### config.mk
export PLATFORM = sky130hd
export DESIGN_NAME = i2c_register_access_master
export DESIGN_NICKNAME = d
export VERILOG_FILES = /design/src/rtl/i2c_ram_pkg.sv /design/src/rtl/i2c_ram_core.sv /design/src/rtl/i2c_register_access_master.sv
export SDC_FILE = /design/constraint.sdc
export NUM_CORES = 1
export LEC_CHECK = 0
export ABC_AREA = 1
export BUFFER_PORTS_ARGS = -buffer_cell sky130_fd_sc_hd__buf_2
export CAP_MARGIN = 0
export CORE_ASPECT_RATIO = 1.4
export CORE_MARGIN = 2
export CORE_UTILIZATION = 54
export DETAILED_ROUTE_END_ITERATION = 12
export GPL_TIMING_DRIVEN = 0
export PLACE_DENSITY_LB_ADDON = 0.08
export SYNTH_ARGS = -nofsm -noshare
export SYNTH_HDL_FRONTEND = slang
export SYNTH_SLANG_ARGS = --single-unit
### constraint.sdc
create_clock -name clk_i -period 3.6 [get_ports clk_i]
set_input_delay 0.36 -clock clk_i [delete_from_list [all_inputs] [get_ports clk_i]]
set_output_delay 0.36 -clock clk_i [all_outputs]
set_load 0.02 [all_outputs]
### src/rtl/i2c_ram_pkg.sv
// shared types and constants of the i2c register access master
package i2c_ram_pkg;

  localparam int unsigned PhaseW = 16;

  typedef enum logic [1:0] {
    KIND_TICK  = 2'd0,
    KIND_WRITE = 2'd1,
    KIND_READ  = 2'd2,
    KIND_RSVD  = 2'd3
  } i2c_ram_kind_e;

  typedef enum logic [4:0] {
    ST_IDLE = 5'd0,
    ST_ST0  = 5'd1,
    ST_ST1  = 5'd2,
    ST_ST2  = 5'd3,
    ST_ST3  = 5'd4,
    ST_W0   = 5'd5,
    ST_W1   = 5'd6,
    ST_W2   = 5'd7,
    ST_W3   = 5'd8,
    ST_W4   = 5'd9,
    ST_A0   = 5'd10,
    ST_A1   = 5'd11,
    ST_A2   = 5'd12,
    ST_R0   = 5'd13,
    ST_R1   = 5'd14,
    ST_R2   = 5'd15,
    ST_R3   = 5'd16,
    ST_R4   = 5'd17,
    ST_N0   = 5'd18,
    ST_N1   = 5'd19,
    ST_N2   = 5'd20,
    ST_P0   = 5'd21,
    ST_P1   = 5'd22,
    ST_P2   = 5'd23
  } i2c_ram_state_e;

  typedef struct packed {
    logic [1:0] kind;
    logic [7:0] device_addr;
    logic [7:0] reg_index;
    logic [7:0] write_data;
    logic       sda_in;
  } i2c_ram_item_t;

  typedef struct packed {
    logic       scl_level;
    logic       sda_level;
    logic       sda_drive;
    logic       busy_res;
    logic       done_res;
    logic [7:0] read_byte;
    logic       ack_error;
  } i2c_ram_res_t;

endpackage

### src/rtl/i2c_ram_core.sv
// bus sequencer: advances the i2c transaction by one tick per step
module i2c_ram_core import i2c_ram_pkg::*; #(
  parameter int unsigned ACK_POLL_LIMIT = 255
) (
  input  logic                clk_i,
  input  logic                rst_ni,
  input  logic                step_i,
  input  i2c_ram_item_t       item_i,
  input  logic [PhaseW-1:0]   phase_ticks_i,
  output i2c_ram_res_t        res_o
);

  i2c_ram_state_e    state_q, state_d;
  logic [PhaseW-1:0] pc_q, pc_d;
  logic [3:0]        bc_q, bc_d;
  logic [7:0]        shift_q, shift_d;
  logic [7:0]        poll_q, poll_d;
  logic              rd_req_q, rd_req_d;
  logic [7:0]        addr_q, addr_d;
  logic [7:0]        idx_q, idx_d;
  logic [7:0]        data_q, data_d;
  logic              err_q, err_d;
  logic [2:0]        stage_q, stage_d;
  logic              scl_q, scl_d;
  logic              sda_q, sda_d;
  logic              drv_q, drv_d;

  always_ff @(posedge clk_i or negedge rst_ni) begin
    if (!rst_ni) begin
      state_q  <= ST_IDLE;
      pc_q     <= '0;
      bc_q     <= '0;
      shift_q  <= '0;
      poll_q   <= '0;
      rd_req_q <= 1'b0;
      addr_q   <= '0;
      idx_q    <= '0;
      data_q   <= '0;
      err_q    <= 1'b0;
      stage_q  <= '0;
      scl_q    <= 1'b1;
      sda_q    <= 1'b1;
      drv_q    <= 1'b1;
    end else if (step_i) begin
      state_q  <= state_d;
      pc_q     <= pc_d;
      bc_q     <= bc_d;
      shift_q  <= shift_d;
      poll_q   <= poll_d;
      rd_req_q <= rd_req_d;
      addr_q   <= addr_d;
      idx_q    <= idx_d;
      data_q   <= data_d;
      err_q    <= err_d;
      stage_q  <= stage_d;
      scl_q    <= scl_d;
      sda_q    <= sda_d;
      drv_q    <= drv_d;
    end
  end

  always_comb begin
    i2c_ram_state_e    cur;
    logic [PhaseW-1:0] pc_inc;
    logic [3:0]        bc_m1;
    logic [2:0]        stage_n;
    logic              done;

    state_d  = state_q;
    pc_d     = pc_q;
    bc_d     = bc_q;
    shift_d  = shift_q;
    poll_d   = poll_q;
    rd_req_d = rd_req_q;
    addr_d   = addr_q;
    idx_d    = idx_q;
    data_d   = data_q;
    err_d    = err_q;
    stage_d  = stage_q;
    scl_d    = scl_q;
    sda_d    = sda_q;
    drv_d    = drv_q;
    done     = 1'b0;
    pc_inc   = '0;
    stage_n  = '0;

    // new request while idle
    if (state_q == ST_IDLE &&
        (item_i.kind == KIND_WRITE || item_i.kind == KIND_READ)) begin
      rd_req_d = (item_i.kind == KIND_READ);
      addr_d   = item_i.device_addr;
      idx_d    = item_i.reg_index;
      data_d   = item_i.write_data;
      err_d    = 1'b0;
      stage_d  = '0;
      shift_d  = '0;
      bc_d     = '0;
      state_d  = ST_ST0;
      pc_d     = '0;
    end

    cur   = state_d;
    bc_m1 = bc_d - 4'd1;

    if (cur == ST_A1) begin
      if (!item_i.sda_in) begin
        state_d = ST_A2;
        pc_d    = '0;
      end else begin
        poll_d = poll_q + 8'd1;
        if (poll_d >= 8'(ACK_POLL_LIMIT)) begin
          err_d   = 1'b1;
          state_d = ST_A2;
          pc_d    = '0;
        end
      end
    end else if (cur != ST_IDLE) begin
      // line action at the first tick of a phase
      if (pc_d == '0) begin
        unique case (cur)
          ST_ST0, ST_W4, ST_N0, ST_P2: begin
            sda_d = 1'b1;
            drv_d = 1'b1;
          end
          ST_ST1, ST_W2, ST_R3, ST_N1, ST_P1: scl_d = 1'b1;
          ST_ST2, ST_P0: begin
            sda_d = 1'b0;
            drv_d = 1'b1;
          end
          ST_ST3, ST_W0, ST_W3, ST_A2, ST_R2, ST_R4, ST_N2: scl_d = 1'b0;
          ST_W1: begin
            sda_d = shift_d[bc_m1[2:0]];
            drv_d = 1'b1;
          end
          ST_A0: begin
            sda_d = 1'b1;
            drv_d = 1'b0;
            scl_d = 1'b1;
          end
          ST_R0: begin
            sda_d = 1'b1;
            drv_d = 1'b0;
            scl_d = 1'b0;
          end
          default: ;
        endcase
      end
      pc_inc = pc_d + 1'b1;
      pc_d   = pc_inc;
      if (pc_inc >= phase_ticks_i) begin
        pc_d = '0;
        unique case (cur)
          ST_ST3: begin
            shift_d = addr_d | {7'd0, (stage_d != '0)};
            bc_d    = 4'd8;
            state_d = ST_W0;
          end
          ST_W2: begin
            bc_d    = (bc_d != '0) ? bc_m1 : 4'd0;
            state_d = (bc_d != '0) ? ST_W0 : ST_W3;
          end
          ST_W4: begin
            poll_d  = '0;
            state_d = ST_A0;
          end
          ST_A2: begin
            stage_n = stage_d + 3'd1;
            stage_d = stage_n;
            if (stage_n == 3'd1) begin
              shift_d = idx_d;
              bc_d    = 4'd8;
              state_d = ST_W0;
            end else if (stage_n == 3'd2) begin
              if (rd_req_d) begin
                state_d = ST_ST0;
              end else begin
                shift_d = data_d;
                bc_d    = 4'd8;
                state_d = ST_W0;
              end
            end else if (stage_n == 3'd3 && rd_req_d) begin
              shift_d = '0;
              bc_d    = 4'd8;
              state_d = ST_R0;
            end else begin
              state_d = ST_P0;
            end
          end
          ST_R3: begin
            shift_d = {shift_d[6:0], item_i.sda_in};
            bc_d    = (bc_d != '0) ? bc_m1 : 4'd0;
            state_d = (bc_d != '0) ? ST_R2 : ST_R4;
          end
          ST_R4: state_d = ST_N0;
          ST_P2: begin
            done    = 1'b1;
            state_d = ST_IDLE;
          end
          ST_ST0, ST_ST1, ST_ST2, ST_W0, ST_W1, ST_W3, ST_A0, ST_R0, ST_R1,
          ST_R2, ST_N0, ST_N1, ST_N2, ST_P0, ST_P1: begin
            state_d = i2c_ram_state_e'(cur + 5'd1);
          end
          default: state_d = ST_IDLE;
        endcase
      end
    end

    res_o.scl_level = scl_d;
    res_o.sda_level = sda_d;
    res_o.sda_drive = drv_d;
    res_o.busy_res  = (state_d != ST_IDLE);
    res_o.done_res  = done;
    res_o.read_byte = (done && rd_req_d) ? shift_d : 8'd0;
    res_o.ack_error = err_d;
  end

endmodule

### src/rtl/i2c_register_access_master.sv
// top level of the i2c register access master with stream ports
// Each accepted input transaction is one timing tick of the i2c sequencer and yields exactly
// one result transaction, registered and shown from the cycle after acceptance. A tick is
// accepted every clock as long as the result side takes its transactions; the single output
// register sets that figure. A tick may start a byte write or a byte read while no access is
// in progress; every bus phase lasts phase_ticks ticks (one tick when phase_ticks is zero),
// which the user must write through the cfg channel only while idle (not enforced), and the
// acknowledge is polled once per tick up to ACK_POLL_LIMIT ticks before ack_error is set.
module i2c_register_access_master import i2c_ram_pkg::*; #(
  parameter int unsigned ACK_POLL_LIMIT = 255
) (
  input  logic        clk_i,
  input  logic        rst_ni,
  input  logic        s_axis_tvalid,
  output logic        s_axis_tready,
  // device_addr[7:0], reg_index[15:8], write_data[23:16], sda_in[24], zero fill
  input  logic [31:0] s_axis_tdata,
  // kind[1:0]
  input  logic [1:0]  s_axis_tuser,
  output logic        m_axis_tvalid,
  input  logic        m_axis_tready,
  // scl_level[0], sda_level[1], sda_drive[2], busy_res[3], done_res[4],
  // read_byte[12:5], ack_error[13], zero fill
  output logic [15:0] m_axis_tdata,
  input  logic        cfg_valid_i,
  output logic        cfg_ready_o,
  input  logic [15:0] cfg_data_i
);

  logic [PhaseW-1:0] phase_ticks_q;
  logic              out_valid_q;
  i2c_ram_res_t      res_q;
  i2c_ram_res_t      res;
  i2c_ram_item_t     item;
  logic              step;

  assign cfg_ready_o = 1'b1;

  always_ff @(posedge clk_i or negedge rst_ni) begin
    if (!rst_ni) begin
      phase_ticks_q <= PhaseW'(4);
    end else if (cfg_valid_i) begin
      phase_ticks_q <= cfg_data_i;
    end
  end

  assign item.kind        = s_axis_tuser;
  assign item.device_addr = s_axis_tdata[7:0];
  assign item.reg_index   = s_axis_tdata[15:8];
  assign item.write_data  = s_axis_tdata[23:16];
  assign item.sda_in      = s_axis_tdata[24];

  assign s_axis_tready = !out_valid_q || m_axis_tready;
  assign step          = s_axis_tvalid && s_axis_tready;

  i2c_ram_core #(
    .ACK_POLL_LIMIT(ACK_POLL_LIMIT)
  ) u_core (
    .clk_i        (clk_i),
    .rst_ni       (rst_ni),
    .step_i       (step),
    .item_i       (item),
    .phase_ticks_i(phase_ticks_q),
    .res_o        (res)
  );

  always_ff @(posedge clk_i or negedge rst_ni) begin
    if (!rst_ni) begin
      out_valid_q <= 1'b0;
    end else if (step) begin
      out_valid_q <= 1'b1;
    end else if (m_axis_tready) begin
      out_valid_q <= 1'b0;
    end
  end

  always_ff @(posedge clk_i) begin
    if (step) begin
      res_q <= res;
    end
  end

  assign m_axis_tvalid = out_valid_q;
  assign m_axis_tdata  = {2'b00, res_q.ack_error, res_q.read_byte, res_q.done_res,
                          res_q.busy_res, res_q.sda_drive, res_q.sda_level, res_q.scl_level};

endmodule

== Word level (Yosys, flattened, before mapping) ==
Index checks and enable logic that the tools add are counted.
W data, S select, Z words.

* Bits in registers: 104
* Input port bits: 55
* Output and inout bits: 19
* Logic and storage cells: 164

* Add/subtract/negate cells: 5
* Order comparisons: 3
* Equality and inequality tests: 29
* Multiplexer cells: 76
* Bitwise gates (word level): 1
* Reduce and logical (&&, ||, !) cells: 27

{| class="wikitable"
|+ Operators with widths
! operator !! number
|-
| $mux W8 || 16
|-
| $mux W16 || 6
|-
| $mux W5 || 10
|-
| $eq A5 B4 Y1 const B || 8
|-
| $eq A5 B5 Y1 const B || 8
|-
| $mux W4 || 10
|-
| $pmux W5 S7 || 1
|-
| $pmux W8 S3 || 1
|-
| $mux W1 || 21
|-
| $eq A5 B3 Y1 const B || 4
|-
| $mux W3 || 6
|-
| $add A16 B1 Y16 const B || 1
|-
| $ge A16 B16 Y1 || 1
|-
| $logic_not A16 Y1 || 1
|-
| $reduce_or A15 Y1 || 1
|-
| $pmux W4 S3 || 1
|-
| $reduce_or A6 Y1 || 2
|-
| $eq A5 B2 Y1 const B || 2
|-
| $reduce_bool A5 Y1 || 2
|-
| $add A8 B1 Y8 const B || 1
|-
| $ge A8 B8 Y1 const B || 1
|-
| $or A8 B1 Y8 || 1
|-
| $reduce_bool A2 Y1 || 4
|-
| $reduce_bool A4 Y1 || 2
|-
| other kinds (22) || 30
|}

== Logic depth before layout (Yosys ltp) ==
* Depth in word-level cells: 15
* Mapped depth: 30
* Depth with buffers taken out: 27

== By module ==
From an unflattened synthesis, not the netlist that was laid out.

* Cells, all modules: 1026
* Area total of the unflattened synthesis: 7215.7 um2

{| class="wikitable"
|+ Modules (own cells, without submodules)
! module !! times used !! cells an instance !! area an instance (um2) !! seq. area each (um2)
|-
| i2c_ram_core || 1 || 934 || 6069.6 || 1830.5
|-
| i2c_register_access_master || 1 || 92 || 1146.1 || 847.1
|}

== Worst setup path after synthesis ==
OpenSTA, ideal clock, no wires.

* Kind: in2reg
* Start point: input s_axis_tuser[0]
* End point: register res_q (netlist bit m_axis_tdata[10]) (data pin)
* Setup time: 260 ps
* Arrival time: 3652 ps
* Required time: 3340 ps
* Setup slack: -313 ps
* Stages on the path: 25
* Buffers on the path: 3
* Cell sequence: inv_1 ha_1 nor2_1 nand3_4 buf_4 buf_4 buf_2 nand2_1 inv_1 ha_1 inv_1 nor2_1 nand2_1 xor2_1 inv_1 ha_1 nand4_1 nor3_1 nand3_1 nand3_1 nand2_1 inv_1 nand3_1 nand2_1 nor2_1

* Cells in the longest elaborated chain, start to end: 14
* Elaborated cells between the ends (all ways): 39
* Classes of those cells: add/sub (2); order compare (1); eq/ne (10); mux (20); bitwise (1); reduce/logical (5)

{| class="wikitable"
|+ RTL lines
! element !! line !! source
|-
| start, declared || i2c_register_access_master.sv:19 || <nowiki>input logic [1:0] s_axis_tuser,</nowiki>
|-
| branches (longest 14 deep; another with $add A16 B1 Y16) || - ||
|-
| end signal, assigned || i2c_register_access_master.sv:79 || <nowiki>res_q <= res;</nowiki>
|-
| end, declared || i2c_register_access_master.sv:32 || <nowiki>i2c_ram_res_t res_q;</nowiki>
|}

Several ways; the timed one is not identified.
A chain may end at the register's enable or synchronous reset.

== Final worst setup path ==
* Start point: register u_core.state_q[3]
* End point: register res_q (netlist bit m_axis_tdata[11]) (data pin)

* Cells in the longest elaborated chain, start to end: 13
* Elaborated cells between the ends (all ways): 37
* Classes of those cells: add/sub (2); order compare (1); eq/ne (8); mux (20); bitwise (1); reduce/logical (5)

{| class="wikitable"
|+ RTL lines
! element !! line !! source
|-
| start, declared || i2c_ram_core.sv:13 || <nowiki>i2c_ram_state_e state_q, state_d;</nowiki>
|-
| start signal, assigned || i2c_ram_core.sv:45 || <nowiki>state_q <= state_d;</nowiki>
|-
| branches (longest 13 deep; another with $add A16 B1 Y16) || - ||
|}

Several ways; the timed one is not identified.

==> run metrics <==
CP peak stage delay=0.38 ns; post-DR vias/cell=approximately 5.4; Worst Setup End Kind=register; antenna cells=0; TritonRoute pass-1 iters=5; failing checks=hold timing, setup timing; CP Max Fanout=10; Final Slew Violations=0; arrival time of the worst setup path=between 3 and 4 ns; critical path's slowest cell=dfrtp_1; share of post-route cells with drive strength above 1=22.8%; wire length per cell=~16 um; die span in y=roughly 140 um; MaxCap Viol Count=0; pin count of the biggest net entering global routing=52; CP dominant cell by count=buf_12; peak supply drop=0.383 mV; Post-Syn Instances=1050; Worst-Skew Late Latency=approximately 0.37 ns; Worst setup endpoint=m_axis_tdata[11]; HPWL Detailed=about 16 mm; Num CTS Buffers=9; most frequent cells in the layout=nand2_1 (291), inv_1 (115), nor2_1 (91); CTS Root Cell=clkbuf_16; Worst Path Required=3.71 ns; r2r worst-path depth=24; unrepaired setup endpoints after global routing=yes; Tcrit/Tclk final=101%; die area=14400 sq um; CTS sink count=between 100 and 150; average cell area after synthesis=6.94 sq um; CP Cell Sequence=buf_6 > nor2_8 > nand3_4 > buf_6 > buf_12 > buf_12 > nand3_1 > nor2_2 > buf_4 > nand3_1 > nand2_1 > nand2_1 > inv_1 > ha_4 > a21oi_1 > o21ai_1 > a21oi_2 > nand3_4 > buf_12 > nand2_8 > clkinv_8 > buf_4 > nand2_2 > a21oi_1; GP Congestion=approximately 1; Worst Tran Pin Value=approximately 1.3 ns; Hold Slack=-0.0160 ns; critical path class=register to register; Worst Slack Setup Final=-0.0372 ns; Tot GR Track Use=between 30% and 40%; mapped cell area=between 7000 and 8000 sq um; #FFs+latches synth=around 100; num ports=74; R2R Path End=m_axis_tdata[11]; commonest non-fill, non-tap cell in the layout=nand2_1; Max Clk Rate=between 200 and 300 MHz; distinct cell type count after synthesis=48; # DRC=0; skew final=0.0144 ns; die width=~100 um; nets=around 1200; DP Worst Slack=-1.02 ns; Routed Antenna Nets=0; pwr dens=722 nW/um^2; Layout area overhead=23.7%; register area share after synthesis=between 30% and 40%; Synth warnings=0; GRT overflow=0; ys flop type=dfrtp_1; antenna violations before repair=0; first-pass GRT wire length=~34 mm; via count of the first global-routing pass=7012; First DRT Iteration DRCs=~330; CTS tree=yes; vias=around 7300; status=finished with violations; I/O Buffers=63; Pleak=roughly 4.6 nW; Crit path depth=24; Async SR Flop Fraction=a little under 90%; post-route insts no fill=1348; fin util=~68%; Buf/Inv on CP=9; # H-tree levels=3; R2R Path Start=u_core.state_q[3]; Register-to-Register Setup Slack=-0.04 ns; final setup fails=6; Post-CTS Hold Buffers=0; Post-synth EDFFs=14; clock tree buffer depth=2; dpl cells=approximately 1300; startpoint types=register; Final Hold Violating Endpoints=14; PnR Total Power=~6.5 mW; hold crit path type=primary input to async pin; core area=13300 sq um; critical path's top delay family=buffers and inverters; Worst Setup SP=u_core.state_q[3]; Clk pin slew, worst setup/hold paths=approximately 0.070 ns; WL final=roughly 22 mm; slew margin rel.=between 10% and 20%; Final min period=between 3 and 4 ns; Rows=50; Initial Util=a little over half
[timing repair]
item	in CTS	in global routing
pin swaps	18	42
setup buffers	19	17
setup endpoints to repair	54	54
gates cloned	0	1
gates resized for setup	44	114
[worst min-delay path by stage]
stage,slack (ns),startpoint,end,depth (start not counted)
floorplan,0.06,rst_ni,m_axis_tvalid,0
global placement,0.46,u_core.shift_q[5],u_core.shift_q[5],2
detailed placement,0.38,rst_ni,u_core.data_q[2],1
CTS,0.0008,rst_ni,u_core.data_q[2],1
global route,0.02,rst_ni,u_core.idx_q[2],1
finish,-0.02,rst_ni,u_core.data_q[2],1
[through the flow]
stage	hold WS, ns	setup TNS, ns	instance area (sq um)
after floorplan	0.0644	0	7330
after global placement	0.462	-40.98	7870
after detailed placement	0.383	-43.54	7900
after CTS	0.000841	-0.0651	8480
after global routing	0.0232	-4.93	9010
final	-0.0160	-0.134	9010
[cell families (layout without fill, tap and decap cells)]
| kind of cell | Yosys count | after routing | synth area share, % |
|---|---|---|---|
| AOI/OAI and AO/OA | 184 | 184 | 13.6 |
| xor gates and xnor gates | 11 | 11 | 1.32 |
| adders and majority gates | 32 | 32 | 5.50 |
| buffers and inverters | 166 | 281 | 9.55 |
| DFF | 104 | 104 | 36.8 |
| muxes | 15 | 15 | 2.23 |
| other | 2 | 3 | 0.103 |
| and+or+nand+nor | 536 | 536 | 30.9 |
[power breakdown]
| group | internal (mW) | switching, mW | leakage [nW] | total, mW |
|---|---|---|---|---|
| logic | 1.40 | 2.33 | 3.17 | 3.73 |
| registers | 1.54 | 0.254 | 1.25 | 1.79 |
| clock network | 0.511 | 0.473 | 0.134 | 0.985 |
[sequential cells by signal, indices dropped and copies added, names as in the netlist]
signal and flops:
m_axis_tdata 14, m_axis_tvalid 1, phase_ticks_q 16, u_core.addr_q 8, u_core.bc_q 4, u_core.data_q 8, u_core.drv_q 1, u_core.err_q 1
u_core.idx_q 8, u_core.pc_q 16, u_core.poll_q 8, u_core.rd_req_q 1, u_core.scl_q 1, u_core.sda_q 1, u_core.shift_q 8, u_core.stage_q 3
u_core.state_q 5
[routing by layer]
metal  vias to the layer above  wire length [um]  part of all wire (%)  track usage [%]
met5                         -                 0                     0                0
met4                         0               901                   4.1             12.7
met3                        58               926                   4.3             3.99
met2                       218             11800                    54             57.9
met1                      3397              8140                    37             34.0
li1                       3608                 -                     -                -
[worst register-to-register path, stage by stage (launching register included)]
cell and delay (ns):
dfrtp_1 0.38, buf_6 0.13, nor2_8 0.14, nand3_4 0.11, buf_6 0.15, buf_12 0.14
buf_12 0.15, nand3_1 0.10, nor2_2 0.06, buf_4 0.13, nand3_1 0.07, nand2_1 0.05
nand2_1 0.09, inv_1 0.09, ha_4 0.22, a21oi_1 0.16, o21ai_1 0.12, a21oi_2 0.25
nand3_4 0.19, buf_12 0.18, nand2_8 0.10, clkinv_8 0.10, buf_4 0.14, nand2_2 0.08
a21oi_1 0.07
[synth_stat cells, types with 7 or more instances]
cell      number  area share [%]
clkbuf_1      15            0.77
o21a_1         7            0.72
o22ai_1        7            0.60
nor3_1         7            0.48
nand3_1       61             4.2
inv_1        128             6.6
o21ai_0       96             6.6
nor2_1       102             5.3
dfrtp_1       86              30
nand4_1       15             1.3
nand2_1      327              17
a21oi_1       58             4.0
edfxtp_1      14             5.8
ha_1          32             5.5
mux2_2         8             1.2
xor2_1         8            0.96
[area by class of cell]
cell class,instances,area (sq um)
Tap cell,182,228
Multi-Input combinational cell,781,4390
Inverter,132,529
Timing Repair inverter,1,7.51
Clock buffer,11,253
Sequential cell,104,2680
Timing Repair Buffer,100,654
Fill cell,1223,4250
Clock inverter,5,40.0
Buffer,32,225
Note: power is estimated with default switching activity, not from simulation.
